--- config.mk ---
export PLATFORM = sky130hd
export DESIGN_NAME = vhl_dot
export DESIGN_NICKNAME = d
export VERILOG_FILES = /design/src/rtl/core/vertex_hemispheric_lighting_core_macros.svh /design/src/rtl/core/vhl_pkg.sv /design/src/rtl/core/vhl_dot.sv
export SDC_FILE = /design/constraint.sdc
export NUM_CORES = 2
export LEC_CHECK = 0
export BUFFER_PORTS_ARGS = -buffer_cell sky130_fd_sc_hd__buf_4
export CORE_MARGIN = 1
export CORE_UTILIZATION = 54
export DETAILED_ROUTE_END_ITERATION = 10
export PLACE_DENSITY = 0.78
export SLEW_MARGIN = 40
export SYNTH_ARGS = -nofsm -noshare
export SYNTH_HDL_FRONTEND = slang
export SYNTH_SLANG_ARGS = --single-unit
--- constraint.sdc ---
create_clock -name clock -period 7.2 [get_ports clock]
set_input_delay 0.72 -clock clock [delete_from_list [all_inputs] [get_ports clock]]
set_output_delay 0.72 -clock clock [all_outputs]
set_load 0.02 [all_outputs]
--- src/rtl/core/vertex_hemispheric_lighting_core_macros.svh ---
// assertion macros shared by the lighting core rtl
// no dependencies; included by files that carry concurrent checks
`ifndef VERTEX_HEMISPHERIC_LIGHTING_CORE_MACROS_SVH
`define VERTEX_HEMISPHERIC_LIGHTING_CORE_MACROS_SVH
`ifndef SYNTHESIS
// same-cycle implication
`define VHL_ASSERT_IMP(label, clk, rst, ante, cons) \
   label: assert property (@(posedge clk) disable iff (rst) (ante) |-> (cons)) \
      else $error("vhl check failed");
// next-cycle implication
`define VHL_ASSERT_NXT(label, clk, rst, ante, cons) \
   label: assert property (@(posedge clk) disable iff (rst) (ante) |=> (cons)) \
      else $error("vhl check failed");
`else
`define VHL_ASSERT_IMP(label, clk, rst, ante, cons)
`define VHL_ASSERT_NXT(label, clk, rst, ante, cons)
`endif
`endif

--- src/rtl/core/vhl_pkg.sv ---
// shared types and constants for the vertex lighting core
// no dependencies; imported by every core module
package vhl_pkg;

   // register indexes on the csr channel
   localparam logic [2:0] CSR_AMBIENT = 3'd0;
   localparam logic [2:0] CSR_SHADE   = 3'd1;
   localparam logic [2:0] CSR_WRAP    = 3'd2;
   localparam logic [2:0] CSR_COLOR_R = 3'd3;
   localparam logic [2:0] CSR_COLOR_G = 3'd4;
   localparam logic [2:0] CSR_COLOR_B = 3'd5;

   // shade_mode bits
   localparam int MODE_FLAT_BIT       = 0;
   localparam int MODE_FULLBRIGHT_BIT = 1;

   localparam logic [14:0] ONE_Q14   = 15'd16384;
   localparam logic [14:0] AMB_FLOOR = 15'd1638;
   localparam logic [15:0] WRAP_ONE  = 16'd4096;
   localparam logic [32:0] DOT_ONE   = 33'd268435456;  // 1.0 in q2.28
   localparam int          DIV_BITS  = 15;             // quotient bits of the wrap term

   typedef struct packed {
      logic [1:0]         shade_mode;
      logic signed [15:0] normal_x;
      logic signed [15:0] normal_y;
      logic signed [15:0] normal_z;
      logic signed [15:0] bone_light_x;
      logic signed [15:0] bone_light_y;
      logic signed [15:0] bone_light_z;
   } req_type;

   typedef struct packed {
      logic [1:0]  shade_mode;
      logic [32:0] numer;
   } dot_out_type;

   typedef struct packed {
      logic [1:0]  shade_mode;
      logic [14:0] term;
   } div_out_type;

   typedef struct packed {
      logic [14:0] light_red;
      logic [14:0] light_green;
      logic [14:0] light_blue;
   } rsp_type;

   typedef struct packed {
      logic [14:0] amb;
      logic [14:0] shd;
      logic [15:0] amb_shd;
      logic [14:0] flat;
      logic [32:0] div_k;
      logic [17:0] div_d;
      logic [14:0] color_r;
      logic [14:0] color_g;
      logic [14:0] color_b;
   } cfg_type;

endpackage

--- src/rtl/core/vhl_dot.sv ---
// dot product front end: products, sum, clamp and wrap numerator
// depends on vhl_pkg
module vhl_dot import vhl_pkg::*; (
   input  logic        clock,
   input  logic        reset,
   input  logic        in_valid,
   output logic        in_ready,
   input  req_type     in_data,
   input  logic [32:0] div_k,
   output logic        out_valid,
   input  logic        out_ready,
   output dot_out_type out_data
);

   logic v1_ff, v1_in, v2_ff, v2_in, v3_ff, v3_in;
   logic rdy1, rdy2, rdy3;

   logic [1:0]         mode1_ff, mode2_ff, mode3_ff;
   logic signed [31:0] px_ff, py_ff, pz_ff;
   logic signed [31:0] px_in, py_in, pz_in;
   logic signed [33:0] dot_ff, dot_in;
   logic signed [33:0] dot_clamp;
   logic signed [34:0] num_full;
   logic [32:0]        numer_ff, numer_in;

   assign rdy3     = !v3_ff || out_ready;
   assign rdy2     = !v2_ff || rdy3;
   assign rdy1     = !v1_ff || rdy2;
   assign in_ready = rdy1;

   assign v1_in = rdy1 ? in_valid : v1_ff;
   assign v2_in = rdy2 ? v1_ff : v2_ff;
   assign v3_in = rdy3 ? v2_ff : v3_ff;

   always_comb begin
      px_in = 32'(in_data.normal_x) * 32'(in_data.bone_light_x);
      py_in = 32'(in_data.normal_y) * 32'(in_data.bone_light_y);
      pz_in = 32'(in_data.normal_z) * 32'(in_data.bone_light_z);
      dot_in = 34'(px_ff) + 34'(py_ff) + 34'(pz_ff);
      dot_clamp = (dot_ff > $signed({1'b0, DOT_ONE})) ? $signed({1'b0, DOT_ONE}) : dot_ff;
      num_full  = 35'(dot_clamp) + $signed({2'b00, div_k});
      // a negative numerator gives a zero term
      numer_in  = num_full[34] ? '0 : num_full[32:0];
   end

   always_ff @(posedge clock) begin
      if (reset) begin
         v1_ff <= 1'b0;
         v2_ff <= 1'b0;
         v3_ff <= 1'b0;
      end else begin
         v1_ff <= v1_in;
         v2_ff <= v2_in;
         v3_ff <= v3_in;
      end
   end

   always_ff @(posedge clock) begin
      if (rdy1) begin
         mode1_ff <= in_data.shade_mode;
         px_ff    <= px_in;
         py_ff    <= py_in;
         pz_ff    <= pz_in;
      end
      if (rdy2) begin
         mode2_ff <= mode1_ff;
         dot_ff   <= dot_in;
      end
      if (rdy3) begin
         mode3_ff <= mode2_ff;
         numer_ff <= numer_in;
      end
   end

   assign out_valid           = v3_ff;
   assign out_data.shade_mode = mode3_ff;
   assign out_data.numer      = numer_ff;

endmodule

; Word level (Yosys, flattened, before mapping)
; Index checks and enable logic that the tools add are counted.
[totals]
ff_bits = 172
[classes]
addsub = 3
multipliers = 3
magnitude_cmp = 1
mux = 1
reduce_logical = 6
[op_table]
columns = cell, n
row1 = $mul 16x16->32, 3
row2 = $add 34x34->35, 1
row3 = $add 33x32->34, 1
row4 = $gt 34x30->1 const B, 1
row5 = $mux 34, 1
row6 = $add 32x32->33, 1
row7 = $logic_not 1->1, 3
row8 = $logic_or 1x1->1, 3

; Longest topological paths before layout
[logic_depth]
ltp_word = 4
depth_mapped = 24
ltp_nobuf = 22

; Worst setup path before layout
; No wires, ideal clock.
[synth_timing]
kind = in2reg
start = input in_data[1] (netlist name)
end = register pz_ff[30], data pin
arrival_ns = 6.235
required_ns = 6.929
slack_ns = 0.694
stages = 21
path_buffers = 2
cell_sequence = clkbuf_1 > nand2_1 > fa_1 > fa_1 > fa_1 > inv_1 > fa_1 > fa_1 > inv_1 > fa_1 > inv_1 > ha_1 > buf_2 > and3_1 > nand2_1 > or4b_1 > a211oi_1 > o21ai_1 > a41oi_2 > mux2i_1 > o2111ai_1
[synth_between]
elab_chain_len = 1
[synth_rtl]
columns = item, line_no
row1 = from (decl), vhl_dot.sv:8  ; input req_type in_data,
row2 = $mul 16x16->32, vhl_dot.sv:38  ; pz_in = 32'(in_data.normal_z) * 32'(in_data.bone_light_z);
row3 = net pz_in[30], vhl_dot.sv:20  ; logic signed [31:0] px_in, py_in, pz_in;
row4 = to (signal assigned), vhl_dot.sv:63  ; pz_ff <= pz_in;
row5 = to (decl), vhl_dot.sv:19  ; logic signed [31:0] px_ff, py_ff, pz_ff;
; The timed path passes the listed nets, and every way through them passes these cells.
; A chain may end at the register's enable or synchronous reset.

; Worst setup path after layout
[layout_timing]
start = input in_data[57] (netlist name)
end = register pz_ff[30], data pin
; Same word-level chain as after synthesis.

==> metrics.yaml <==
fillCellCount: 5789
antenna_found_initial: 1
rows: 97
fin_skew_ns: 0.01041
crit_top_cell: "fa_1"
synth_area_per_cell_um2: 9.853
synth_seq_cells: 172
clock_latency_ns: 0.45
netlist_instances: 3932
die-area_um2: 72820
relSlewSlack_pct: 56.27
synthMuxAreaShare_pct: 0.1066
cts_max_path_buffers: 2
wl_met1_um: 35010
ys_async_sr_fraction_pct: 0
highest_layer: "met4"
cp_top_family: "adder cells"
critPathLaunchType: "input pin"
wl_met3_um: 5041
hold_viol_final: 0
slew_violations: 0
required_ns: 7.38
root_buffer: "clkbuf_16"
grt_usage_pct: 24.09
final_cell_mix: "inv_1 (888), fa_1 (820), nand2_1 (398)"
whs_path_depth: 0
grt_pass1_vias: 28770
cp.depth: 21
tightest_slew_ns: 0.6550
gr-total-overflow: 0
numCtsBuffers: 17
synth.distinct_cells: 84
worstPathArrival_ns: 6.78
synth_top_area_cell: "fa_1"
via_per_inst: 5.452
r2r_cells: 18
ff2ff_setup_slack_ns: 2.61
yosysSeqAreaShare_pct: 13.25
cts_setup_buffers: 0
start_util_pct: 54.94
nets: 5290
grt_max_degree: 70
hold_path.class: "reg -> reg"
cts.sink_count: 172
die_w_um: 269.9
num_io_pins: 172
synth_warnings: 0
fmax_mhz: 151.6
drive_above_1_share_pct: 6.242
synth-compound-area-share_pct: 7.005
run_status: "finished, final reports clean"
synth_top_family_by_area: "adder cells"
maxCapViolations: 0
fin_util_pct: 58.82
clk_pin_slew_ns: 0.07
grt_pass1_wl_um: 141700
layout_commonest_cell: "inv_1"
final.setup.tns_ns: 0
gp_congestion: 0.9150
synth_ff_type: "edfxtp_1"
syn_area_um2: 38740
io_buffers: 171
slowest_stage: "or4b_1"
fin_crit_sh_pct: 91.61
antenna_left: 0
synth.net_count: 5198
routed-wl-met2_um: 41560
rsz0062_at_grt: "false"
route.detailed.drc: 0
vias: 27140
setup_viol: 0
min_period_ns: 6.596
cp_slowest_stage_delay_ns: 0.61
syn_to_final_growth_pct: 7.050
cp-end-kind: "flop"
die_h_um: 269.9
cts_tree: "built"
crit_chain: "buf_4 > and2_1 > fa_1 > inv_1 > fa_1 > fa_1 > inv_1 > fa_1 > fa_1 > inv_1 > fa_1 > inv_1 > ha_1 > and3_1 > nand2_1 > or4b_1 > a211oi_1 > o21ai_1 > a41oi_2 > mux2i_1 > o2111ai_1"
critical_path_class: "in -> reg"
core_area_um2: 70510
dp_hpwl_um: 69600
cts_resized: 0
yosys.area.top_type_share_pct: 42.37
drt_wl_total_um: 83750
synth_edf_count: 169
drtIter0Drc: 1926
synth_xor_area_share_pct: 3.459
synth_fa_ha_area_share_pct: 52.42
first_pass_iters: 5
crit_fanout: 16
crit_buf_inv: 5
wl_per_cell_um: 16.82
cts_hold_buf: 0
synthTopCellsByArea: "fa_1 (42%), edfxtp_1 (13%), ha_1 (10%)"
htree_levels: 4
yosys.area_share.simple_pct: 14.08
==> cell families (layout without fill, tap and decap cells) <==
kind of cell | count (synthesis) | after routing
buffers and inverters | 994 | 1099
xor gates and xnor gates | 153 | 153
DFF | 172 | 172
muxes | 4 | 4
and+or+nand+nor | 1084 | 1084
AOI/OAI and AO/OA | 394 | 394
other | 0 | 1
adders and majority gates | 1131 | 1131
==> cells in the mapped netlist (25+ instances only) <==
cell,instances
inv_1,889
fa_1,820
nand2_1,399
and2_1,379
ha_1,311
edfxtp_1,169
nor2_1,129
a21oi_1,112
xnor2_1,109
clkbuf_1,100
o21ai_0,67
a21o_1,53
xor2_1,44
nor2b_1,41
nand2b_1,27
nor3_1,25
==> through the flow <==
step | std cells | hold slack, ns | instance area (um^2) | setup slack, ns
after floorplan | 3932 | 0.4003 | 38740 | 0.6938
after global placement | 4944 | 0.4013 | 40850 | 0.3103
after detailed placement | 4944 | 0.4056 | 40850 | 0.1829
after CTS | 4976 | 0.4225 | 41450 | 0.6397
after global routing | 4978 | 0.4253 | 41470 | 0.3632
final | 4978 | 0.4219 | 41470 | 0.6038
==> layer usage <==
metal  track usage, %  vias to the layer above
li1                 -                    12230
met1            32.69                    13820
met2            41.22                      937
met3            2.747                      159
met4            6.235                        0
met5                0                        -
==> registers in the layout (all words and copies together) (netlist names) <==
name / count
dot_ff: 34
mode1_ff: 2
mode2_ff: 2
mode3_ff: 2
numer_ff: 33
out_valid: 1
px_ff: 32
py_ff: 32
pz_ff: 32
v1_ff: 1
v2_ff: 1
==> final cells by class <==
cell class / count / area (um^2) / share of cell area, %
Antenna cell: 1 / 2.502 / 0.006034
Clock buffer: 17 / 425.4 / 1.026
Clock inverter: 15 / 180.2 / 0.4344
Inverter: 889 / 3337 / 8.046
Multi-Input combinational cell: 2766 / 29870 / 72.02
Sequential cell: 172 / 5135 / 12.38
Tap cell: 940 / 1176 / 2.836
Timing Repair Buffer: 178 / 1348 / 3.249
==> worst paths after layout <==
path                from      endpoint
max reg2reg    dot_ff[3]  numer_ff[31]
min reg2reg  mode2_ff[1]   mode3_ff[1]
min          mode2_ff[1]   mode3_ff[1]
max          in_data[57]     pz_ff[30]
Power is left out: the tool's default activity adds up to more than one toggle a clock period on the data nets, which glitch-free logic cannot reach.
