`src/rtl/core/vertex_hemispheric_lighting_core_macros.svh`:
```
// assertion macros shared by the lighting core rtl
// no dependencies; included by files that carry concurrent checks
`ifndef VERTEX_HEMISPHERIC_LIGHTING_CORE_MACROS_SVH
`define VERTEX_HEMISPHERIC_LIGHTING_CORE_MACROS_SVH
`ifndef SYNTHESIS
// same-cycle implication
`define VHL_ASSERT_IMP(label, clk, rst, ante, cons) \
   label: assert property (@(posedge clk) disable iff (rst) (ante) |-> (cons)) \
      else $error("vhl check failed");
// next-cycle implication
`define VHL_ASSERT_NXT(label, clk, rst, ante, cons) \
   label: assert property (@(posedge clk) disable iff (rst) (ante) |=> (cons)) \
      else $error("vhl check failed");
`else
`define VHL_ASSERT_IMP(label, clk, rst, ante, cons)
`define VHL_ASSERT_NXT(label, clk, rst, ante, cons)
`endif
`endif

```
`src/rtl/core/vhl_pkg.sv`:
```
// shared types and constants for the vertex lighting core
// no dependencies; imported by every core module
package vhl_pkg;

   // register indexes on the csr channel
   localparam logic [2:0] CSR_AMBIENT = 3'd0;
   localparam logic [2:0] CSR_SHADE   = 3'd1;
   localparam logic [2:0] CSR_WRAP    = 3'd2;
   localparam logic [2:0] CSR_COLOR_R = 3'd3;
   localparam logic [2:0] CSR_COLOR_G = 3'd4;
   localparam logic [2:0] CSR_COLOR_B = 3'd5;

   // shade_mode bits
   localparam int MODE_FLAT_BIT       = 0;
   localparam int MODE_FULLBRIGHT_BIT = 1;

   localparam logic [14:0] ONE_Q14   = 15'd16384;
   localparam logic [14:0] AMB_FLOOR = 15'd1638;
   localparam logic [15:0] WRAP_ONE  = 16'd4096;
   localparam logic [32:0] DOT_ONE   = 33'd268435456;  // 1.0 in q2.28
   localparam int          DIV_BITS  = 15;             // quotient bits of the wrap term

   typedef struct packed {
      logic [1:0]         shade_mode;
      logic signed [15:0] normal_x;
      logic signed [15:0] normal_y;
      logic signed [15:0] normal_z;
      logic signed [15:0] bone_light_x;
      logic signed [15:0] bone_light_y;
      logic signed [15:0] bone_light_z;
   } req_type;

   typedef struct packed {
      logic [1:0]  shade_mode;
      logic [32:0] numer;
   } dot_out_type;

   typedef struct packed {
      logic [1:0]  shade_mode;
      logic [14:0] term;
   } div_out_type;

   typedef struct packed {
      logic [14:0] light_red;
      logic [14:0] light_green;
      logic [14:0] light_blue;
   } rsp_type;

   typedef struct packed {
      logic [14:0] amb;
      logic [14:0] shd;
      logic [15:0] amb_shd;
      logic [14:0] flat;
      logic [32:0] div_k;
      logic [17:0] div_d;
      logic [14:0] color_r;
      logic [14:0] color_g;
      logic [14:0] color_b;
   } cfg_type;

endpackage

```
`src/rtl/core/vhl_shade.sv`:
```
// shading back end: shade subtraction, mode selection, level clamp and color scaling
// depends on vhl_pkg
module vhl_shade import vhl_pkg::*; (
   input  logic        clock,
   input  logic        reset,
   input  logic        in_valid,
   output logic        in_ready,
   input  div_out_type in_data,
   input  cfg_type     cfg,
   output logic        out_valid,
   input  logic        out_ready,
   output rsp_type     out_data
);

   logic va_ff, va_in, vb_ff, vb_in, vc_ff, vc_in;
   logic rdya, rdyb, rdyc;

   logic [1:0]  mode_a_ff;
   logic [14:0] sub_ff, sub_in;
   logic [28:0] sub_prod;
   logic        full_b_ff, full_b_in;
   logic [14:0] illum_ff, illum_in;
   logic [15:0] diff;
   rsp_type     rsp_ff, rsp_in;

   function automatic logic [14:0] scale_q14(input logic [14:0] a, input logic [14:0] b);
      logic [29:0] p;
      p = 30'(a) * 30'(b) + 30'd8192;
      return p[28:14];
   endfunction

   assign rdyc     = !vc_ff || out_ready;
   assign rdyb     = !vb_ff || rdyc;
   assign rdya     = !va_ff || rdyb;
   assign in_ready = rdya;

   assign va_in = rdya ? in_valid : va_ff;
   assign vb_in = rdyb ? va_ff : vb_ff;
   assign vc_in = rdyc ? vb_ff : vc_ff;

   always_comb begin
      sub_prod = 29'(in_data.term) * 29'(cfg.shd) + 29'd8192;
      sub_in   = sub_prod[28:14];

      full_b_in = mode_a_ff[MODE_FULLBRIGHT_BIT];
      diff      = (cfg.amb_shd > 16'(sub_ff)) ? cfg.amb_shd - 16'(sub_ff) : '0;
      if (mode_a_ff[MODE_FLAT_BIT]) begin
         illum_in = (cfg.flat > ONE_Q14) ? ONE_Q14 : cfg.flat;
      end else begin
         illum_in = (diff > 16'(ONE_Q14)) ? ONE_Q14 : diff[14:0];
      end

      if (full_b_ff) begin
         rsp_in.light_red   = ONE_Q14;
         rsp_in.light_green = ONE_Q14;
         rsp_in.light_blue  = ONE_Q14;
      end else begin
         rsp_in.light_red   = scale_q14(illum_ff, cfg.color_r);
         rsp_in.light_green = scale_q14(illum_ff, cfg.color_g);
         rsp_in.light_blue  = scale_q14(illum_ff, cfg.color_b);
      end
   end

   always_ff @(posedge clock) begin
      if (reset) begin
         va_ff <= 1'b0;
         vb_ff <= 1'b0;
         vc_ff <= 1'b0;
      end else begin
         va_ff <= va_in;
         vb_ff <= vb_in;
         vc_ff <= vc_in;
      end
   end

   always_ff @(posedge clock) begin
      if (rdya) begin
         mode_a_ff <= in_data.shade_mode;
         sub_ff    <= sub_in;
      end
      if (rdyb) begin
         full_b_ff <= full_b_in;
         illum_ff  <= illum_in;
      end
      if (rdyc) begin
         rsp_ff <= rsp_in;
      end
   end

   assign out_valid = vc_ff;
   assign out_data  = rsp_ff;

endmodule

```
`config.mk`:
```
export PLATFORM = sky130hd
export DESIGN_NAME = vhl_shade
export DESIGN_NICKNAME = d
export VERILOG_FILES = /design/src/rtl/core/vertex_hemispheric_lighting_core_macros.svh /design/src/rtl/core/vhl_pkg.sv /design/src/rtl/core/vhl_shade.sv
export SDC_FILE = /design/constraint.sdc
export NUM_CORES = 2
export LEC_CHECK = 0
export ABC_CLOCK_PERIOD_IN_PS = 6400
export BUFFER_PORTS_ARGS = -buffer_cell sky130_fd_sc_hd__buf_2
export CORE_MARGIN = 3
export CORE_UTILIZATION = 58
export CTS_CLUSTER_DIAMETER = 120
export DETAILED_ROUTE_END_ITERATION = 6
export MAX_ROUTING_LAYER = met4
export PLACE_DENSITY = 0.8
export SYNTH_ARGS = -nofsm -noshare
export SYNTH_HDL_FRONTEND = slang
export SYNTH_SLANG_ARGS = --single-unit
```
`constraint.sdc`:
```
create_clock -name clock -period 6.4 [get_ports clock]
set_clock_uncertainty 0.05 [all_clocks]
set_input_delay 0.32 -clock clock [delete_from_list [all_inputs] [get_ports clock]]
set_output_delay 0.32 -clock clock [all_outputs]
set_load 0.05 [all_outputs]
```
======== After elaboration in Yosys (flattened, before gate mapping) ========
Index checks and enable logic that the tools add are counted.
storage, ports and cells
  word-level logic and storage cells ...... 32
  bits in registers ....................... 81
cells by class
  multipliers ............................. 4
  reductions and logical operators ........ 6
  order comparisons ....................... 3
  add/subtract/negate cells ............... 5
  mux-type cells .......................... 4
operators with widths
  cell                      count
  $add A29 B14 Y29 const B  4
  $mul A15 B15 Y29          4
  $mux W15                  3
  $gt A16 B15 Y1            1
  $gt A16 B15 Y1 const B    1
  $mux W16                  1
  $sub A16 B15 Y16          1
  $gt A15 B15 Y1 const B    1
  $logic_not A1 Y1          3
  $logic_or A1 B1 Y1        3

======== Longest topological paths before layout ========
  word-level depth ........................ 5
  depth in mapped cells ................... 24
  depth with buffers taken out ............ 22

======== Worst setup path after synthesis ========
No wires, ideal clock.
  path type ............................... register to register
  from .................................... reg illum_ff[10]
  to ...................................... reg rsp_ff, in the netlist out_data[37], data pin
  setup slack ............................. -8 ps
  stages on the path, launching flop included .. 22
  data required time ...................... 6,090 ps
  setup time .............................. 260 ps
  data arrival time ....................... 6,098 ps
  clock period less this slack ............ 6,408 ps
  path through ............................ edfxtp_1 > clkbuf_1 > clkbuf_1 > nand2_1 > fa_1 > fa_1 > inv_1 > fa_1 > inv_1 > fa_1 > inv_1 > fa_1 > fa_1 > ha_1 > a211o_1 > a2111oi_0 > o21ai_1 > and3_1 > a31o_2 > a21o_1 > a21oi_1 > mux2_2
between the ends
  cells in the longest elaborated chain, start to end .. 2
RTL lines
  item                    line             text
  from (decl)             vhl_shade.sv:22  logic [14:0] illum_ff, illum_in;
  from (signal assigned)  vhl_shade.sv:83  illum_ff <= illum_in;
  $mul A15 B15 Y29        vhl_shade.sv:28  p = 30'(a) * 30'(b) + 30'd8192;
  $add A29 B14 Y29        vhl_shade.sv:28
  to (signal assigned)    vhl_shade.sv:86  rsp_ff <= rsp_in;
  to (decl)               vhl_shade.sv:24  rsp_type rsp_ff, rsp_in;
No other way between the ends.
A chain may end at the register's enable or synchronous reset.

======== Final worst setup path ========
  from .................................... reg illum_ff[9]
  to ...................................... reg rsp_ff, in the netlist out_data[8], data pin
The elaborated chain is that of the path after synthesis.

==> flow_summary.toml <==
[run]
cap_violations = 0

[synth]
yosysMostFrequentCell = "inv_1"
yosysWarningCount = 0
avgSynthCellArea_um2 = 9.077
synth_top_cell_area_share_pct = 41.68
synthFlopType = "edfxtp_1"
ys_seq_elements = 81
syn-num-nets = 4786
ys_seq_area_share_pct = 7.476
synth_cell_types = 78
synth_area_leader_cell = "fa_1"
netlist_area_um2 = 32130
synth_common_cells = "inv_1 (807), fa_1 (669), nand2_1 (555), ha_1 (399), and2_1 (379)"
synthCells = 3540
synthArstFlopShare_pct = 0
synth-edff-count = 78
synth_area_leaders = "fa_1 (42%), ha_1 (16%), inv_1 (9.4%)"

[critical_path]
critPathMaxFanout = 7
end_kind = "flip-flop"
cp-start-kind = "flip-flop"
criticalPathCategory = "flip-flop to flip-flop"
required_ns = 6.48
crit_arrival_ns = 6.42

[detailed_routing]
vias_per_cell = 5.459
met2_length_mm = 38.47
dr.pass1.iters = 6
wl_met1_mm = 28.40
routed-wl-met3_mm = 5.237
routed_wl_mm = 74.98
drc = 0
route.antenna.remaining_nets = 0
vias = 24090
highest_layer = "met4"
drt_iter0_markers = 1231
routedWlPerCell_um = 16.99

[global_route]
grt_pass1_vias = 26030
grt_pass1_wl_mm = 123.9
grt_usage_pct = 27.59
gr-total-overflow = 0
antenna_found_initial = 7
grt_max_degree = 57

[status]
status = "finished, final reports clean"

[final_layout]
synthToLayoutAreaGrowth_pct = 8.512
fin_area_um2 = 34870
drive_gt1_share_pct = 9.872
layout.nets = 4908

[die]
rows = 85
die_x_um = 241.4
coreArea_um2 = 54350
die_area_um2 = 58260
die_h_um = 241.4
io_pins = 225
initial_utilization_pct = 59.13

[cts]
clk_latency_ns = 0.37
htree_levels = 3
clock_path_buffers = 2
cts_tree = "yes"
cts.sinks = 81
cts_buffers = 9
clk_pin_slew_ns = 0.07
root_buffer = "clkbuf_16"

[timing]
rsz0062_at_grt = "true"
finalHoldViolCount = 0
slew_headroom_pct = 22.02
fin_crit_ns = 6.344
tns_ns = 0
worstMarginPinSlew_ns = 1.170
slew_violations = 0
setup_violations = 0
maxClockFrequency_mhz = 157.6
fin_crit_sh_pct = 99.13

[placed_design]
place_congestion = 0.9106
place_hpwl_mm = 61.58
place_area_um2 = 34070
port_buffers = 158

[worst_hold_path]
min_path_type = "input port to flip-flop"
[final timing paths]
path / startpoint / to / slack, ns / depth (start not counted)
worst max-delay path: illum_ff[9] / out_data[8] / 0.06 / 21
worst min-delay path: in_data[16] / mode_a_ff[1] / 0.08 / 1
worst max register to register: illum_ff[9] / out_data[8] / 0.06 / 21
worst min register to register: mode_a_ff[1] / full_b_ff / 0.37 / 0
[registers in the layout, summed over array words and instances, names as in the netlist]
name / cells
full_b_ff: 1
out_valid: 1
out_data: 45
vb_ff: 1
va_ff: 1
illum_ff: 15
sub_ff: 15
mode_a_ff: 2
[worst max-delay path, cell delays in order (launching register included)]
cell and delay (ns):
edfxtp_1 0.53, buf_6 0.20, and2_4 0.14, fa_1 0.52, inv_1 0.05, fa_1 0.47, fa_1 0.50, inv_1 0.05
fa_1 0.46, fa_1 0.53, inv_2 0.04, fa_1 0.52, inv_2 0.05, ha_4 0.24, a22oi_2 0.16, nand3b_1 0.13
a31o_2 0.24, and3_4 0.16, o21a_1 0.18, or2_1 0.25, a221o_1 0.33, mux2_4 0.30
[final cells by class]
class / instances / area, µm²
multi-input combinational: 2489 / 26330
fill: 4433 / 19480
inverter: 807 / 3029
sequential: 81 / 2402
timing repair buffer: 274 / 1868
tap: 739 / 924.6
clock buffer: 11 / 232.7
clock inverter: 5 / 58.81
antenna: 7 / 17.52
[cells by family (layout without fill, tap and decap cells)]
family | after synthesis | in the layout | synth area share (%)
AOI/OAI and AO/OA | 214 | 214 | 4.669
xor gates and xnor gates | 75 | 75 | 2.068
adders and majority gates | 1068 | 1068 | 57.22
buffers and inverters | 970 | 1097 | 11.40
DFF | 81 | 81 | 7.476
muxes | 5 | 5 | 0.1713
other | 0 | 7 | 0
and+or+nand+nor | 1127 | 1127 | 17.00
[layer usage]
layer  track usage [%]  vias to the layer above
met1             32.38                    12200
li1                  -                    10880
met4             11.33                        0
met3             4.098                      185
met2             47.75                      818
met5                 -                        -
[layout by cell type, fill, tap and decap left out, types with 5 or more instances in the layout]
cell         n
ha_1       395
o21bai_1     6
o211ai_1     5
buf_6        7
a21o_1      29
diode_2      7
nor3_1      18
o21a_1      11
nor4_1       9
xor2_1      16
nor2b_1      9
a211oi_1     6
o31ai_1      5
clkbuf_16   10
buf_4       95
a21oi_1     47
fa_1       665
nand3_1     25
nand2_1    553
and2_1     373
a21oi_2      8
a32o_1      10
xnor2_1     58
o21ai_0     22
buf_2      158
a31oi_1      6
inv_2        8
nor2_1      78
buf_12      13
and3_1       5
and2_4       6
nand4_1     10
inv_1      799
and4_1       5
edfxtp_1    78
[metrics by stage]
stage / utilization [%] / worst slack (ns) / hold WS, ns / cells
after CTS: 63.38 / -0.008529 / 0.06116 / 4390
after global routing: 64.16 / -0.1179 / 0.07001 / 4413
final: 64.16 / 0.05588 / 0.07798 / 4413
after floorplan: - / 0.05762 / 0.3424 / 3540
after detailed placement: 62.68 / -0.1140 / 0.3593 / 4369
after global placement: 62.68 / 0.01725 / 0.3515 / 4369
[repair_timing]
action                                  in CTS  in global routing
resized for setup                            8                 67
buffers inserted                             5                 17
endpoints found under the setup margin       8                 22
hold buffers                                 0                  0
cloned                                       0                  1
pin swaps                                    4                 50
Power is left out: the tool's default activity adds up to more than one toggle a clock period on the data nets, which glitch-free logic cannot reach.
