File: src/rtl/core/vertex_hemispheric_lighting_core_macros.svh
// assertion macros shared by the lighting core rtl
// no dependencies; included by files that carry concurrent checks
`ifndef VERTEX_HEMISPHERIC_LIGHTING_CORE_MACROS_SVH
`define VERTEX_HEMISPHERIC_LIGHTING_CORE_MACROS_SVH
`ifndef SYNTHESIS
// same-cycle implication
`define VHL_ASSERT_IMP(label, clk, rst, ante, cons) \
   label: assert property (@(posedge clk) disable iff (rst) (ante) |-> (cons)) \
      else $error("vhl check failed");
// next-cycle implication
`define VHL_ASSERT_NXT(label, clk, rst, ante, cons) \
   label: assert property (@(posedge clk) disable iff (rst) (ante) |=> (cons)) \
      else $error("vhl check failed");
`else
`define VHL_ASSERT_IMP(label, clk, rst, ante, cons)
`define VHL_ASSERT_NXT(label, clk, rst, ante, cons)
`endif
`endif

File: src/rtl/core/vhl_pkg.sv
// shared types and constants for the vertex lighting core
// no dependencies; imported by every core module
package vhl_pkg;

   // register indexes on the csr channel
   localparam logic [2:0] CSR_AMBIENT = 3'd0;
   localparam logic [2:0] CSR_SHADE   = 3'd1;
   localparam logic [2:0] CSR_WRAP    = 3'd2;
   localparam logic [2:0] CSR_COLOR_R = 3'd3;
   localparam logic [2:0] CSR_COLOR_G = 3'd4;
   localparam logic [2:0] CSR_COLOR_B = 3'd5;

   // shade_mode bits
   localparam int MODE_FLAT_BIT       = 0;
   localparam int MODE_FULLBRIGHT_BIT = 1;

   localparam logic [14:0] ONE_Q14   = 15'd16384;
   localparam logic [14:0] AMB_FLOOR = 15'd1638;
   localparam logic [15:0] WRAP_ONE  = 16'd4096;
   localparam logic [32:0] DOT_ONE   = 33'd268435456;  // 1.0 in q2.28
   localparam int          DIV_BITS  = 15;             // quotient bits of the wrap term

   typedef struct packed {
      logic [1:0]         shade_mode;
      logic signed [15:0] normal_x;
      logic signed [15:0] normal_y;
      logic signed [15:0] normal_z;
      logic signed [15:0] bone_light_x;
      logic signed [15:0] bone_light_y;
      logic signed [15:0] bone_light_z;
   } req_type;

   typedef struct packed {
      logic [1:0]  shade_mode;
      logic [32:0] numer;
   } dot_out_type;

   typedef struct packed {
      logic [1:0]  shade_mode;
      logic [14:0] term;
   } div_out_type;

   typedef struct packed {
      logic [14:0] light_red;
      logic [14:0] light_green;
      logic [14:0] light_blue;
   } rsp_type;

   typedef struct packed {
      logic [14:0] amb;
      logic [14:0] shd;
      logic [15:0] amb_shd;
      logic [14:0] flat;
      logic [32:0] div_k;
      logic [17:0] div_d;
      logic [14:0] color_r;
      logic [14:0] color_g;
      logic [14:0] color_b;
   } cfg_type;

endpackage

File: src/rtl/core/vhl_div.sv
// pipelined restoring divider for the wrap term, one quotient bit per stage
// depends on vhl_pkg and the assertion macro header
`include "vertex_hemispheric_lighting_core_macros.svh"
module vhl_div import vhl_pkg::*; (
   input  logic        clock,
   input  logic        reset,
   input  logic        in_valid,
   output logic        in_ready,
   input  dot_out_type in_data,
   input  logic [17:0] div_d,
   output logic        out_valid,
   input  logic        out_ready,
   output div_out_type out_data
);

   logic        v_ff    [DIV_BITS];
   logic [32:0] rem_ff  [DIV_BITS];
   logic [14:0] q_ff    [DIV_BITS];
   logic [1:0]  mode_ff [DIV_BITS];
   logic        rdy     [DIV_BITS+1];

   assign rdy[DIV_BITS] = out_ready;
   assign in_ready      = rdy[0];

   for (genvar j = 0; j < DIV_BITS; j++) begin : g_stage
      localparam int BIT = DIV_BITS - 1 - j;
      logic        v_prev;
      logic [32:0] rem_prev;
      logic [14:0] q_prev;
      logic [1:0]  mode_prev;
      logic [32:0] shifted;
      logic        take;
      logic [32:0] rem_in;
      logic [14:0] q_in;
      logic        v_in;

      if (j == 0) begin : g_first
         assign v_prev    = in_valid;
         assign rem_prev  = in_data.numer;
         assign q_prev    = '0;
         assign mode_prev = in_data.shade_mode;
      end else begin : g_next
         assign v_prev    = v_ff[j-1];
         assign rem_prev  = rem_ff[j-1];
         assign q_prev    = q_ff[j-1];
         assign mode_prev = mode_ff[j-1];
      end

      assign rdy[j] = !v_ff[j] || rdy[j+1];

      always_comb begin
         shifted = 33'(div_d) << BIT;
         take    = rem_prev >= shifted;
         rem_in  = take ? rem_prev - shifted : rem_prev;
         q_in    = q_prev | (15'(take) << BIT);
         v_in    = rdy[j] ? v_prev : v_ff[j];
      end

      always_ff @(posedge clock) begin
         if (reset) begin
            v_ff[j] <= 1'b0;
         end else begin
            v_ff[j] <= v_in;
         end
      end

      always_ff @(posedge clock) begin
         if (rdy[j]) begin
            rem_ff[j]  <= rem_in;
            q_ff[j]    <= q_in;
            mode_ff[j] <= mode_prev;
         end
      end
   end

   assign out_valid           = v_ff[DIV_BITS-1];
   assign out_data.term       = q_ff[DIV_BITS-1];
   assign out_data.shade_mode = mode_ff[DIV_BITS-1];

   // the clamped dot product keeps the term within 1.0
   `VHL_ASSERT_IMP(a_term_range, clock, reset, out_valid, out_data.term <= ONE_Q14)
   // quotient width suffices: the final remainder is below the divisor
   `VHL_ASSERT_IMP(a_rem_below, clock, reset, out_valid, rem_ff[DIV_BITS-1] < 33'(div_d))
   // a stalled result stays put
   `VHL_ASSERT_NXT(a_stall_hold, clock, reset, out_valid && !out_ready,
                   out_valid && $stable(out_data))

endmodule

File: config.mk
export PLATFORM = sky130hd
export DESIGN_NAME = vhl_div
export DESIGN_NICKNAME = d
export VERILOG_FILES = /design/src/rtl/core/vhl_pkg.sv /design/src/rtl/core/vhl_div.sv
export VERILOG_INCLUDE_DIRS = /design/src /design/src/rtl/core
export SDC_FILE = /design/constraint.sdc
export NUM_CORES = 1
export LEC_CHECK = 0
export BUFFER_PORTS_ARGS = -buffer_cell sky130_fd_sc_hd__buf_2
export CAP_MARGIN = 0
export CELL_PAD_IN_SITES_DETAIL_PLACEMENT = 1
export CELL_PAD_IN_SITES_GLOBAL_PLACEMENT = 1
export CORE_UTILIZATION = 35
export DETAILED_ROUTE_END_ITERATION = 8
export PLACE_DENSITY_LB_ADDON = 0.2
export SYNTH_ARGS = -nofsm -noshare
export SYNTH_HDL_FRONTEND = slang
export SYNTH_SLANG_ARGS = --single-unit
File: constraint.sdc
create_clock -name clock -period 9.7 [get_ports clock]
set_clock_uncertainty 0.05 [all_clocks]
set_input_delay 1.94 -clock clock [delete_from_list [all_inputs] [get_ports clock]]
set_output_delay 1.94 -clock clock [all_outputs]
set_load 0.005 [all_outputs]
# Yosys cells after proc, flatten, opt, wreduce, memory -nomap -nowiden
# Memories as Yosys holds them, arrays and structs flattened.
# Cells that the tools add are included.
[word_totals]
output_inout_bits = 19
register_bits = 0
inputBits = 57
ram_bits = 765
memories = 4
[classes]
muxes = 78
add_sub_neg = 15
reduce_logical = 30
magnitude_cmp = 15
n_bitwise = 29
[memory_table]
columns = ["memory", "words", "width", "rd", "rd_clocked_by_memory_dff", "write_ports", "line_no", "text"]
rows = [
  ["rem_ff", 15, 33, 14, 0, 15, "vhl_div.sv:17", "logic [32:0] rem_ff [DIV_BITS];"],
  ["q_ff", 15, 15, 15, 0, 15, "vhl_div.sv:18", "logic [14:0] q_ff [DIV_BITS];"],
  ["mode_ff", 15, 2, 15, 0, 15, "vhl_div.sv:19", "logic [1:0] mode_ff [DIV_BITS];"],
  ["v_ff", 15, 1, 15, 0, 15, "vhl_div.sv:16", "logic v_ff [DIV_BITS];"],
]
[ops]
columns = ["cell", "n"]
rows = [
  ["33-bit two-way mux", 15],
  ["1-bit two-way mux", 63],
  ["33-bit by 18-bit greater-or-equal comparator with 1-bit output", 1],
  ["33-bit by 19-bit greater-or-equal comparator with 1-bit output", 1],
  ["33-bit by 20-bit greater-or-equal comparator with 1-bit output", 1],
  ["33-bit by 21-bit greater-or-equal comparator with 1-bit output", 1],
  ["33-bit by 22-bit greater-or-equal comparator with 1-bit output", 1],
  ["33-bit by 23-bit greater-or-equal comparator with 1-bit output", 1],
  ["33-bit by 24-bit greater-or-equal comparator with 1-bit output", 1],
  ["33-bit by 25-bit greater-or-equal comparator with 1-bit output", 1],
  ["33-bit by 26-bit greater-or-equal comparator with 1-bit output", 1],
  ["33-bit by 27-bit greater-or-equal comparator with 1-bit output", 1],
  ["33-bit by 28-bit greater-or-equal comparator with 1-bit output", 1],
  ["33-bit by 29-bit greater-or-equal comparator with 1-bit output", 1],
  ["33-bit by 30-bit greater-or-equal comparator with 1-bit output", 1],
  ["33-bit by 31-bit greater-or-equal comparator with 1-bit output", 1],
  ["33-bit by 32-bit greater-or-equal comparator with 1-bit output", 1],
  ["33-bit by 18-bit subtractor with 33-bit output", 1],
  ["33-bit by 19-bit subtractor with 33-bit output", 1],
  ["33-bit by 20-bit subtractor with 33-bit output", 1],
  ["33-bit by 21-bit subtractor with 33-bit output", 1],
  ["33-bit by 22-bit subtractor with 33-bit output", 1],
  ["33-bit by 23-bit subtractor with 33-bit output", 1],
  ["33-bit by 24-bit subtractor with 33-bit output", 1],
  ["other kinds (25)", 67],
]

# Depth between registers and ports, before layout
# An unclocked memory read counts as a cell.
[depth]
word_depth = 19
depth_mapped = 14
depth_no_buf = 13

# Worst setup path before layout
# OpenSTA, ideal clock, no wires.
[synth_path]
kind = "input port to output port"
from = "input out_ready"
to = "output in_ready"
slack_ns = 3.197
arrival_ns = 4.513
path_stages = 9
path_cell_list = "nor2b_1 -> and3_1 -> and3_1 -> and2_1 -> and3_1 -> and3_1 -> clkbuf_1 -> and4_1 -> nand3_1"
[synth_via]
elab_chain_cells = 15
[synth_rtl]
columns = ["element", "line_no", "text"]
rows = [
  ["start, declared", "vhl_div.sv:12", "input logic out_ready,"],
  ["1-bit logical OR (15 in a row)", "vhl_div.sv:49", "assign rdy[j] = !v_ff[j] || rdy[j+1];"],
  ["end, declared", "vhl_div.sv:8", "output logic in_ready,"],
]
# No other way between the ends.

# Worst setup path after layout
# Ends and elaborated chain as after synthesis.

==> metrics.txt <==
DIE AREA roughly 100000 sq um; WL/cell approximately 20 um; share of the synthesized area in the top cell type 0.509; dpl cells between 4000 and 5000; met2 GRT Util 0.333; Top FF cell, synth edfxtp_1; drt total wl 96100 um; Worst setup SP type primary input; Worst setup startpoint out_ready; final hold vios 0; pin slew with the least headroom to its limit roughly 1100 ps; htree depth 3; fin nets between 3000 and 4000; Worst slew margin 0.254; CTS Buf Count 73; post-CTS sizing 0; setup TNS 0 ps; largest net degree at the start of global routing 50; Chip Height approximately 320 um; Max Cap Violations 0; pins over their slew limit 0; area leader, netlist edfxtp_1; Unique masters post-synth 81; Avg Inst Size Synth about 11 sq um; hpwl dp approximately 71000 um; Worst Hold Slack between 300 and 400 ps; Crit path required time between 7000 and 8000 ps; DR iter-0 viols around 1200; DRC Markers 0; synthesized cell area 36100 sq um; Ports between 70 and 80; critical path class primary input to primary output; gr busiest metal met2; TritonCTS clock tree built; CTS max path bufs 3; final std cell area, no fill 40800 sq um; Setup Buffers After CTS 0; Final Setup Violations 0; Pleak between 15 and 20 nW; gr usage total 0.186; Mapped Nets between 3000 and 4000; Max Clk Rate 0.150 GHz; status complete, no violations; Finished Layout Cells 4778; Placed Area between 30000 and 40000 sq um; Worst Slack Setup Final between 3000 and 4000 ps; top post-synthesis cells by area edfxtp_1 (51%), ha_1 (9.4%), xor2_1 (3.5%); routed vias 25000; Yosys warnings 0; worst skew pair latency ~650 ps; met1 usage 0.223; Buffers on Ports 75; critical path arrival ~4700 ps; most common cell in the netlist edfxtp_1; VDD IR max ~0.16 mV; clk sinks between 600 and 700; Setup crit end kind primary output; n_diodes 0; Setup WS pre-CTS just over 3000 ps; hold path startpoint q_ff[1][13]; vias per inst approximately 5.2; Finished Core Util 0.400; Mapped Cells 3227; depth of the worst register-to-register path 14; Crit Path Max Fanout 38; Placer Congestion 0.815; Die W ~320 um; Initial DRT Pass Iterations 5; Layout area overhead 13.1%; Post-DRT Antenna Nets 0; Final Power roughly 13 mW; Initial Utilization 0.354; Tcrit/Tclk final 0.687; antenna violations before repair 3; post-synthesis sequential area ratio 0.517; asr flop ratio synth 0; met3 GRT Util 0.0342; EDFF count, synth roughly 610; PwrDens 320 nW/um^2; Clk pin slew, worst setup/hold paths 60 ps; RSZ-0062 raised after global routing no; share of cells above drive strength 1 0.0965; Hold Crit Depth 0; Root Driver clkbuf_16; HP Class register to register; #FFs+latches synth approximately 630; row count around 120; RR Startpoint rem_ff[1][133]; hold buffers post-CTS 0; grt total ovfl 0; top cells by instance count after synthesis edfxtp_1 (612), ha_1 (270), nor2_1 (265), nand2_1 (263), o21ai_0 (237); Period minus WS final roughly 6700 ps; vias in the first global route about 26000; Core ar. 102000 sq um; first-pass GRT wire length between 100000 and 150000 um
-- path summary, 6_finish.rpt --
kind | endpoint | slack, ps
setup / recovery | in_ready | 3030
setup reg to reg | rem_ff[1][197] | 5650
hold / removal | q_ff[1][28] | 360
hold reg to reg | q_ff[1][28] | 360
-- area by class of cell --
type / count / area, sq um
clock inverter: 49 / 697
clock buffer: 83 / 1860
inverter: 107 / 402
sequential: 627 / 18700
multi-input combinational: 2432 / 16800
timing repair buffer: 112 / 653
fill: 11100 / 61200
tap: 1368 / 1710
-- report_power, final --
group | internal, mW | total (mW) | switching, mW
combinational | 2.32 | 5.15 | 2.83
sequential | 4.27 | 4.97 | 0.701
clock | 1.75 | 2.93 | 1.18
total | 8.35 | 13.1 | 4.71
-- critical path, stage by stage --
cell and delay, ps:
buf_2 100, nor2b_1 300, and3_1 340, and3_1 240, and2_1 230, and3_1 270
and3_1 300, and4_1 340, nand3_2 100, buf_4 290, buf_2 200
-- kinds of logic (layout without fill, tap and decap cells) --
kind of cell | Yosys count | count (layout) | synth area share
DFF | 627 | 627 | 0.517
AOI/OAI and AO/OA | 829 | 829 | 0.142
buffers and inverters | 168 | 351 | 0.0180
adders and majority gates | 284 | 284 | 0.101
and+or+nand+nor | 976 | 976 | 0.134
muxes | 65 | 65 | 0.0200
xor gates and xnor gates | 278 | 278 | 0.0674
-- sequential cells by signal (all words and copies together) (netlist names) --
register	cells
rem_ff	462
v_ff	15
q_ff	120
mode_ff	30
-- per-layer routing --
metal,part of all wire,vias to the layer above
li1,-,12400
met1,0.43,12200
met2,0.50,300
met3,0.037,155
met4,0.032,0
met5,0,-
-- placed cells by master (no fill, tap or decap), drive strengths merged, types with 22 or more instances in the layout --
cell,synthesis,routed
a21o,104,104
a21oi,238,238
a31oi,22,22
and3,30,30
buf,11,112
clkbuf,50,83
clkinv,1,32
edfxtp,612,612
ha,270,270
inv,106,109
mux2,58,58
nand2,263,263
nand2b,36,36
nand3,65,65
nand4,22,22
nor2,265,265
nor2b,42,42
nor3,71,71
nor4,50,50
o21a,59,59
o21ai,247,247
o31ai,23,23
or3,22,22
xnor2,134,134
xor2,144,144
(Power assumes the default switching activity.)
