===== src/rtl/core/vertex_hemispheric_lighting_core_macros.svh =====
// assertion macros shared by the lighting core rtl
// no dependencies; included by files that carry concurrent checks
`ifndef VERTEX_HEMISPHERIC_LIGHTING_CORE_MACROS_SVH
`define VERTEX_HEMISPHERIC_LIGHTING_CORE_MACROS_SVH
`ifndef SYNTHESIS
// same-cycle implication
`define VHL_ASSERT_IMP(label, clk, rst, ante, cons) \
   label: assert property (@(posedge clk) disable iff (rst) (ante) |-> (cons)) \
      else $error("vhl check failed");
// next-cycle implication
`define VHL_ASSERT_NXT(label, clk, rst, ante, cons) \
   label: assert property (@(posedge clk) disable iff (rst) (ante) |=> (cons)) \
      else $error("vhl check failed");
`else
`define VHL_ASSERT_IMP(label, clk, rst, ante, cons)
`define VHL_ASSERT_NXT(label, clk, rst, ante, cons)
`endif
`endif


===== src/rtl/core/vhl_pkg.sv =====
// shared types and constants for the vertex lighting core
// no dependencies; imported by every core module
package vhl_pkg;

   // register indexes on the csr channel
   localparam logic [2:0] CSR_AMBIENT = 3'd0;
   localparam logic [2:0] CSR_SHADE   = 3'd1;
   localparam logic [2:0] CSR_WRAP    = 3'd2;
   localparam logic [2:0] CSR_COLOR_R = 3'd3;
   localparam logic [2:0] CSR_COLOR_G = 3'd4;
   localparam logic [2:0] CSR_COLOR_B = 3'd5;

   // shade_mode bits
   localparam int MODE_FLAT_BIT       = 0;
   localparam int MODE_FULLBRIGHT_BIT = 1;

   localparam logic [14:0] ONE_Q14   = 15'd16384;
   localparam logic [14:0] AMB_FLOOR = 15'd1638;
   localparam logic [15:0] WRAP_ONE  = 16'd4096;
   localparam logic [32:0] DOT_ONE   = 33'd268435456;  // 1.0 in q2.28
   localparam int          DIV_BITS  = 15;             // quotient bits of the wrap term

   typedef struct packed {
      logic [1:0]         shade_mode;
      logic signed [15:0] normal_x;
      logic signed [15:0] normal_y;
      logic signed [15:0] normal_z;
      logic signed [15:0] bone_light_x;
      logic signed [15:0] bone_light_y;
      logic signed [15:0] bone_light_z;
   } req_type;

   typedef struct packed {
      logic [1:0]  shade_mode;
      logic [32:0] numer;
   } dot_out_type;

   typedef struct packed {
      logic [1:0]  shade_mode;
      logic [14:0] term;
   } div_out_type;

   typedef struct packed {
      logic [14:0] light_red;
      logic [14:0] light_green;
      logic [14:0] light_blue;
   } rsp_type;

   typedef struct packed {
      logic [14:0] amb;
      logic [14:0] shd;
      logic [15:0] amb_shd;
      logic [14:0] flat;
      logic [32:0] div_k;
      logic [17:0] div_d;
      logic [14:0] color_r;
      logic [14:0] color_g;
      logic [14:0] color_b;
   } cfg_type;

endpackage


===== src/rtl/core/vhl_csr_if.sv =====
// register write channel of the vertex lighting core
// standalone interface, no package needed
interface vhl_csr_if ();
   logic        valid;
   logic        ready;
   logic [2:0]  index;
   logic [15:0] data;

   modport source (output valid, index, data, input ready);
   modport sink (input valid, index, data, output ready);
endinterface


===== src/rtl/core/vhl_csr.sv =====
// register file and derived lighting constants
// depends on vhl_pkg and vhl_csr_if
module vhl_csr import vhl_pkg::*; (
   input  logic      clock,
   input  logic      reset,
   vhl_csr_if.sink   csr_bus,
   output cfg_type   cfg
);

   logic [7:0]  amb_lvl_ff, amb_lvl_in;
   logic [7:0]  shd_lvl_ff, shd_lvl_in;
   logic [15:0] wrap_ff, wrap_in;
   logic [14:0] col_r_ff, col_r_in;
   logic [14:0] col_g_ff, col_g_in;
   logic [14:0] col_b_ff, col_b_in;

   logic [14:0] amb_q_ff, amb_q_in;
   logic [14:0] shd_q_ff, shd_q_in;
   logic [32:0] div_k_ff, div_k_in;
   logic [17:0] div_d_ff, div_d_in;
   logic [15:0] amb_shd_ff, amb_shd_in;
   logic [14:0] flat_ff, flat_in;

   logic [15:0] wrap_eff;
   logic [17:0] flat_num;
   logic [33:0] flat_prod;
   logic [14:0] flat_est;
   logic [17:0] flat_rem;

   // round(b * 16384 / 255) = 64b + floor((64b + 127) / 255)
   function automatic logic [14:0] byte_to_q14(input logic [7:0] b);
      logic [14:0] z;
      logic [22:0] prod;
      logic [6:0]  est;
      logic [14:0] rem;
      z    = 15'({b, 6'b0}) + 15'd127;
      prod = 23'(z) * 23'd257;
      est  = prod[22:16];
      rem  = z - 15'(est) * 15'd255;
      if (rem >= 15'd255) begin
         est = est + 7'd1;
      end
      return 15'({b, 6'b0}) + 15'(est);
   endfunction

   assign csr_bus.ready = 1'b1;

   always_comb begin
      amb_lvl_in = amb_lvl_ff;
      shd_lvl_in = shd_lvl_ff;
      wrap_in    = wrap_ff;
      col_r_in   = col_r_ff;
      col_g_in   = col_g_ff;
      col_b_in   = col_b_ff;
      if (csr_bus.valid) begin
         case (csr_bus.index)
            CSR_AMBIENT: amb_lvl_in = csr_bus.data[7:0];
            CSR_SHADE:   shd_lvl_in = csr_bus.data[7:0];
            CSR_WRAP:    wrap_in    = csr_bus.data;
            CSR_COLOR_R: col_r_in   = csr_bus.data[14:0];
            CSR_COLOR_G: col_g_in   = csr_bus.data[14:0];
            CSR_COLOR_B: col_b_in   = csr_bus.data[14:0];
            default: ;
         endcase
      end
   end

   // first derived layer: byte scaling and divider constants
   always_comb begin
      amb_q_in = byte_to_q14(amb_lvl_ff);
      if (amb_q_in < AMB_FLOOR) begin
         amb_q_in = AMB_FLOOR;
      end
      shd_q_in = byte_to_q14(shd_lvl_ff);
      wrap_eff = (wrap_ff < WRAP_ONE) ? WRAP_ONE : wrap_ff;
      div_d_in = {wrap_eff, 2'b00};
      // numerator offset: wrap * 2^16 - 2^28 plus the rounding half 2 * wrap
      div_k_in = 33'({wrap_eff, 16'b0}) + 33'({wrap_eff, 1'b0}) - DOT_ONE;
   end

   // second derived layer: flat level ambient + round(0.8 * shade)
   always_comb begin
      flat_num  = 18'({shd_q_ff, 3'b0}) + 18'd5;
      flat_prod = 34'(flat_num) * 34'd52428;
      flat_est  = flat_prod[33:19];
      flat_rem  = flat_num - 18'(flat_est) * 18'd10;
      if (flat_rem >= 18'd10) begin
         flat_est = flat_est + 15'd1;
      end
      flat_in    = amb_q_ff + flat_est;
      amb_shd_in = 16'(amb_q_ff) + 16'(shd_q_ff);
   end

   always_ff @(posedge clock) begin
      if (reset) begin
         amb_lvl_ff <= 8'd32;
         shd_lvl_ff <= 8'd192;
         wrap_ff    <= 16'd6144;
         col_r_ff   <= ONE_Q14;
         col_g_ff   <= ONE_Q14;
         col_b_ff   <= ONE_Q14;
      end else begin
         amb_lvl_ff <= amb_lvl_in;
         shd_lvl_ff <= shd_lvl_in;
         wrap_ff    <= wrap_in;
         col_r_ff   <= col_r_in;
         col_g_ff   <= col_g_in;
         col_b_ff   <= col_b_in;
      end
   end

   always_ff @(posedge clock) begin
      amb_q_ff   <= amb_q_in;
      shd_q_ff   <= shd_q_in;
      div_k_ff   <= div_k_in;
      div_d_ff   <= div_d_in;
      amb_shd_ff <= amb_shd_in;
      flat_ff    <= flat_in;
   end

   always_comb begin
      cfg.amb     = amb_q_ff;
      cfg.shd     = shd_q_ff;
      cfg.amb_shd = amb_shd_ff;
      cfg.flat    = flat_ff;
      cfg.div_k   = div_k_ff;
      cfg.div_d   = div_d_ff;
      cfg.color_r = col_r_ff;
      cfg.color_g = col_g_ff;
      cfg.color_b = col_b_ff;
   end

endmodule


===== src/flat_wrapper.sv =====
// flat-port wrapper written by rule: the top's interface ports become plain ports
module vhl_csr_flat import vhl_pkg::*;
  (clock, reset, cfg, csr_bus_valid, csr_bus_index, csr_bus_data, csr_bus_ready);
  vhl_csr_if csr_bus_i ();
  input  logic clock;
  input  logic reset;
  output cfg_type cfg;
  input wire logic [$bits(csr_bus_i.valid)-1:0] csr_bus_valid;
  input wire logic [$bits(csr_bus_i.index)-1:0] csr_bus_index;
  input wire logic [$bits(csr_bus_i.data)-1:0] csr_bus_data;
  output wire logic [$bits(csr_bus_i.ready)-1:0] csr_bus_ready;
  assign csr_bus_i.valid = csr_bus_valid;
  assign csr_bus_i.index = csr_bus_index;
  assign csr_bus_i.data = csr_bus_data;
  assign csr_bus_ready = csr_bus_i.ready;
  vhl_csr u_core (.clock(clock), .reset(reset), .csr_bus(csr_bus_i), .cfg(cfg));
endmodule

===== config.mk =====
export PLATFORM = sky130hd
export DESIGN_NAME = vhl_csr_flat
export DESIGN_NICKNAME = d
export VERILOG_FILES = /design/src/rtl/core/vertex_hemispheric_lighting_core_macros.svh /design/src/rtl/core/vhl_pkg.sv /design/src/rtl/core/vhl_csr_if.sv /design/src/rtl/core/vhl_csr.sv /design/src/flat_wrapper.sv
export SDC_FILE = /design/constraint.sdc
export NUM_CORES = 1
export LEC_CHECK = 0
export BUFFER_PORTS_ARGS = -buffer_cell sky130_fd_sc_hd__buf_2
export CAP_MARGIN = 20
export CORE_AREA = 4 4 183 185
export CTS_BUF_LIST = sky130_fd_sc_hd__clkbuf_8
export CTS_CLUSTER_SIZE = 16
export DETAILED_ROUTE_END_ITERATION = 16
export DIE_AREA = 0 0 187 189
export HOLD_SLACK_MARGIN = 0.02
export PLACE_DENSITY_LB_ADDON = 0.15
export SLEW_MARGIN = 20
export SYNTH_ARGS = -nofsm -noshare
export SYNTH_HDL_FRONTEND = slang
export SYNTH_SLANG_ARGS = --single-unit

===== constraint.sdc =====
create_clock -name clock -period 11.3 [get_ports clock]
set_input_delay 1.13 -clock clock [delete_from_list [all_inputs] [get_ports clock]]
set_output_delay 1.13 -clock clock [all_outputs]
set_load 0.02 [all_outputs]

# Yosys cells after proc, flatten, opt, wreduce, memory -nomap -nowiden
# Cells that the tools add are included.
dict set report totals {
  register_bits 187
  output_inout_bits 158
  elab_cells 54
}
dict set report classes {
  addsub 15
  multipliers 6
  magnitude_cmp 5
  eq_ne 5
  mux 4
  reduce_logical 7
}
# cell n
set ops {}
lappend ops {{$mul A15 B9 Y23 const B} 2}
lappend ops {{$add A32 B17 Y33} 1}
lappend ops {{$sub A33 B29 Y33 const B} 1}
lappend ops {{$mul A18 B14 Y32 const B} 1}
lappend ops {{$add A14 B7 Y15} 2}
lappend ops {{$add A14 B7 Y15 const B} 2}
lappend ops {{$ge A15 B8 Y1 const B} 2}
lappend ops {{$mul A7 B8 Y15 const B} 2}
lappend ops {{$sub A15 B15 Y15} 2}
lappend ops {{$add A18 B3 Y18 const B} 1}
lappend ops {{$ge A18 B4 Y1 const B} 1}
lappend ops {{$sub A18 B18 Y18} 1}
lappend ops {{$mul A15 B3 Y17 const B} 1}
lappend ops {{$add A15 B15 Y16} 1}
lappend ops {{$lt A16 B13 Y1 const B} 1}
lappend ops {{$mux W16} 1}
lappend ops {{$add A15 B1 Y15 const B} 1}
lappend ops {{$add A15 B15 Y15} 1}
lappend ops {{$lt A15 B11 Y1 const B} 1}
lappend ops {{$mux W15} 1}
lappend ops {{$add A7 B1 Y7 const B} 2}
lappend ops {{$mux W7} 2}
lappend ops {{$reduce_and A2 Y1} 6}
lappend ops {{$eq A3 B2 Y1 const B} 2}
lappend ops {{3 further kinds} 4}

# Longest topological paths before layout
dict set report depth {
  ltp_word 8
  depth_mapped 61
  mapped_depth_nobuf 58
}

# Worst setup path after synthesis
# OpenSTA, ideal clock, no wires.
dict set report synth_timing {
  path_kind {register -> register}
  startpoint {reg u_core.shd_q_ff[2]}
  endpoint {reg u_core.flat_ff[14]}
  t_arrival_ps 12388
  required_time_ps 11179
  slack_ps -1209
  stages_incl_launch_ff 59
  n_path_buf 4
  cell_sequence {dfxtp_1 inv_1 ha_1 xor2_1 xnor2_1 fa_1 fa_1 fa_1 inv_1 fa_1 inv_1 ha_1 buf_2 nand4_1 or4_1 a311o_1 a31oi_1 nand2b_1 [... 23 more ...] or4b_1 buf_2 buf_6 xnor2_1 ha_1 fa_1 a21o_1 a21oi_1 o21ai_0 a21o_1 a21o_1 nand4_1 a41oi_1 o21ai_0 nand2b_1 xnor2_1 xnor2_1 xnor2_1}
}
dict set report synth_via {
  elab_chain_len 7
  elab_cells_between_ends 8
}
# element line
set synth_lines {}
lappend synth_lines {{start: declaration} vhl_csr.sv:18} ;# logic [14:0] shd_q_ff, shd_q_in;
lappend synth_lines {{start signal: assignment} vhl_csr.sv:114} ;# shd_q_ff <= shd_q_in;
lappend synth_lines {{$add A18 B3 Y18 (*)} vhl_csr.sv:83} ;# flat_num = 18'({shd_q_ff, 3'b0}) + 18'd5;
lappend synth_lines {{$mul A18 B14 Y32} vhl_csr.sv:84} ;# flat_prod = 34'(flat_num) * 34'd52428;
lappend synth_lines {{$mul A15 B3 Y17} vhl_csr.sv:86} ;# flat_rem = flat_num - 18'(flat_est) * 18'd10;
lappend synth_lines {{$sub A18 B18 Y18} vhl_csr.sv:86}
lappend synth_lines {{$ge A18 B4 Y1} vhl_csr.sv:87} ;# if (flat_rem >= 18'd10) begin
lappend synth_lines {{$mux W15 (*)} vhl_csr.sv:87}
lappend synth_lines {{$add A15 B15 Y15 (*)} vhl_csr.sv:90} ;# flat_in = amb_q_ff + flat_est;
lappend synth_lines {{net u_core.flat_in[14]} vhl_csr.sv:22} ;# logic [14:0] flat_ff, flat_in;
lappend synth_lines {{end signal: assignment} vhl_csr.sv:118} ;# flat_ff <= flat_in;
lappend synth_lines {{end: declaration} vhl_csr.sv:22}
# The timed path passes the listed nets; every way through them passes the cells marked *.
# A chain may end at the register's enable or synchronous reset.

# Worst setup path in the final report
dict set report layout_timing {
  startpoint {reg u_core.shd_q_ff[0]}
  endpoint {reg u_core.flat_ff[14]}
}
# The elaborated chain is that of the path after synthesis.

==> flow_summary.yaml <==
place:
  place_area_sq_um: 19500
  gp_congestion: 0.937
  port_buffers: 175
  dpl.hpwl_um: 36500
synthesis:
  synthArstFlopShare: 0
  ys_seq_elements: 171
  synth_common_cells: "ha_1, inv_1, nand2_1"
  yosys_warnings: 0
  yosys_most_used_dff: "dfxtp_1"
  syn_area_sq_um: 17400
  synth.area.top_cells: "ha_1, dfxtp_1, fa_1"
  synth_cells: 1969
  synth_top_area_cell: "ha_1"
  synth.most_common_cell: "ha_1"
  ys_seq_area_frac: 0.197
  synthDistinctLibCells: 69
  avgSynthCellArea_sq_um: 8.83
  synth_edf_count: 0
  synth_top_area_share: 0.217
clock_network:
  clockBufferDepth: 2
  cts.sinks: 171
  clkTransAtPathRegs_ps: 120
  clockRootBuffer: "clkbuf_8"
  cts_buffers: 17
  h-tree-depth: 4
  clkLatencyLatePin_ps: 510
  cts_tree: "yes"
detailed_routing:
  routed_wl_um: 45400
  vias: 14327
  first_pass_iters: 4
  drtIter0Drc: 526
  postRouteAntennaNets: 0
  drc: 0
  wire_per_inst_um: 17.1
  viasPerCell: 5.39
final_layout:
  final_layout_size_suffix_gt1_frac: 0.199
  postLayoutCoreUtil: 0.642
  insertedDiodeCount: 0
  fillerInstances: 2756
  area_growth_pct: 18.2
  multi_input_area_sq_um: 13200
  seq_area_sq_um: 3460
  design_area_sq_um: 20600
  nets: 2699
timing:
  slew-limit-headroom: 0.291
  hold_ws_ps: 458
  fin_ws_ps: -114
  setup_viol: 2
  min_period_ps: 11410
  post-route-period-util: 1.01
  skew_ps: 25.2
  worstMarginPinSlew_ps: 1060
  hold_viol: 0
  rsz0062_at_grt: "yes"
  max_freq_ghz: 0.0876
  slew_violations: 0
worst_setup_path:
  crit_slowest_cell: "or4_1"
  crit_path_max_fanout: 6
  max_stage_delay_ps: 530
  cp_data_required_time_ps: 11700
  crit_type: "reg -> reg"
  crit_path_end_kind: "flip-flop"
  arrival_ps: 11820
  worstSetupStartpointType: "flip-flop"
global_routing:
  grt_max_degree: 78
  grt_pass1_wl_um: 73800
  grt_use_met3: 0.0634
  antenna_found_initial: 0
  met2_usage: 0.454
  use_met1: 0.302
  grt-busiest-layer: "met2"
  globalRouteOverflowTotal: 0
  track_usage: 0.258
  grt_pass1_vias: 14756
die:
  dieWidth_um: 187
  fp.dieH_um: 189
  core_sq_um: 32000
  initial_core_util: 0.543
  rows: 66
  dieArea_sq_um: 35300
  io_pins: 180
job:
  cap_violations: 0
outcome:
  status: "finished, violations left"
  failed_checks: "negative setup slack"
hold_path:
  hp-class: "reg -> reg"
## path summary, 6_finish.rpt
kind / start / endpoint / slack [ps] / depth (start not counted)
setup reg to reg: u_core.shd_q_ff[0] / u_core.flat_ff[14] / -110 / 55
hold reg to reg: u_core.col_g_ff[5] / u_core.col_g_ff[5] / 460 / 2
setup / recovery: u_core.shd_q_ff[0] / u_core.flat_ff[14] / -110 / 55
hold / removal: u_core.col_g_ff[5] / u_core.col_g_ff[5] / 460 / 2
## cells in the final DEF (no fill, tap or decap), drive strengths merged, types with 20 or more instances in the layout
cell    Yosys  final
xnor2     112    112
inv       277    288
nand2     228    228
nand3      46     46
fa        137    137
buf        24    305
dfxtp     171    171
ha        302    302
and2       27     27
xor2       69     69
nor2       77     77
a21oi     144    144
a21o       28     28
nor3       20     20
o21ai      41     41
o21bai     22     22
## flip-flops by register name, summed over array words and instances (netlist names)
name               cells
u_core.col_b_ff       15
u_core.div_k_ff       32
u_core.col_g_ff       15
u_core.wrap_ff        16
u_core.shd_q_ff       15
u_core.col_r_ff       15
u_core.shd_lvl_ff      8
u_core.amb_lvl_ff      8
u_core.flat_ff        15
u_core.amb_q_ff       15
u_core.div_d_ff        1
u_core.amb_shd_ff     16
## critical path: cells and delay by family, from the launching register on
family,cells,cell delay [ps]
adder cells (fa/ha/maj),10,3670
AO/OA/AOI/OAI,16,2990
AND/OR/NAND/NOR,12,2220
XOR/XNOR,8,1210
buffers and inverters,9,850
flip-flops,1,380
## metrics by stage
stage	setup TNS, ps	std cells	worst slack (ps)
floorplan	-5.23	1972	-5.23
global placement	-7.58	2593	-7.58
detailed placement	-841	2593	-338
CTS	-28.1	2653	-28.1
global route	-2630	2659	-697
finish	-121	2659	-114
## what timing repair did
action / CTS / global route
pin swaps: 39 / 47
setup endpoints to repair: 6 / 21
resized for setup: 26 / 46
hold buffers: 0 / 0
setup buffers: 28 / 16
endpoints found under the hold margin: 0 / 0
## layer usage
| layer | up-vias | wire length [um] |
|---|---|---|
| met1 | 6829 | 18500 |
| met4 | 0 | 1870 |
| met3 | 99 | 2990 |
| met5 | - | 0 |
| met2 | 380 | 22000 |
| li1 | 7019 | - |
## logic make-up after synthesis
kind of cell / Yosys count / share of synthesized area
fa+ha+maj: 439 / 0.375
compound gates: 321 / 0.115
flops: 171 / 0.197
xor+xnor: 181 / 0.0912
mux: 10 / 0.00597
buf+inv: 335 / 0.0771
simple gates: 510 / 0.138
other cells: 2 / 0.000432
## cell type report
class | count | share of cell area
clock buffer | 17 | 0.0114
clock inverter | 15 | 0.00950
inverter | 277 | 0.0511
multi-input combinational | 1466 | 0.642
sequential | 171 | 0.168
tap | 408 | 0.0248
timing repair buffer | 305 | 0.0926
Power is left out: the tool's default activity adds up to more than one toggle a clock period on the data nets, which glitch-free logic cannot reach.
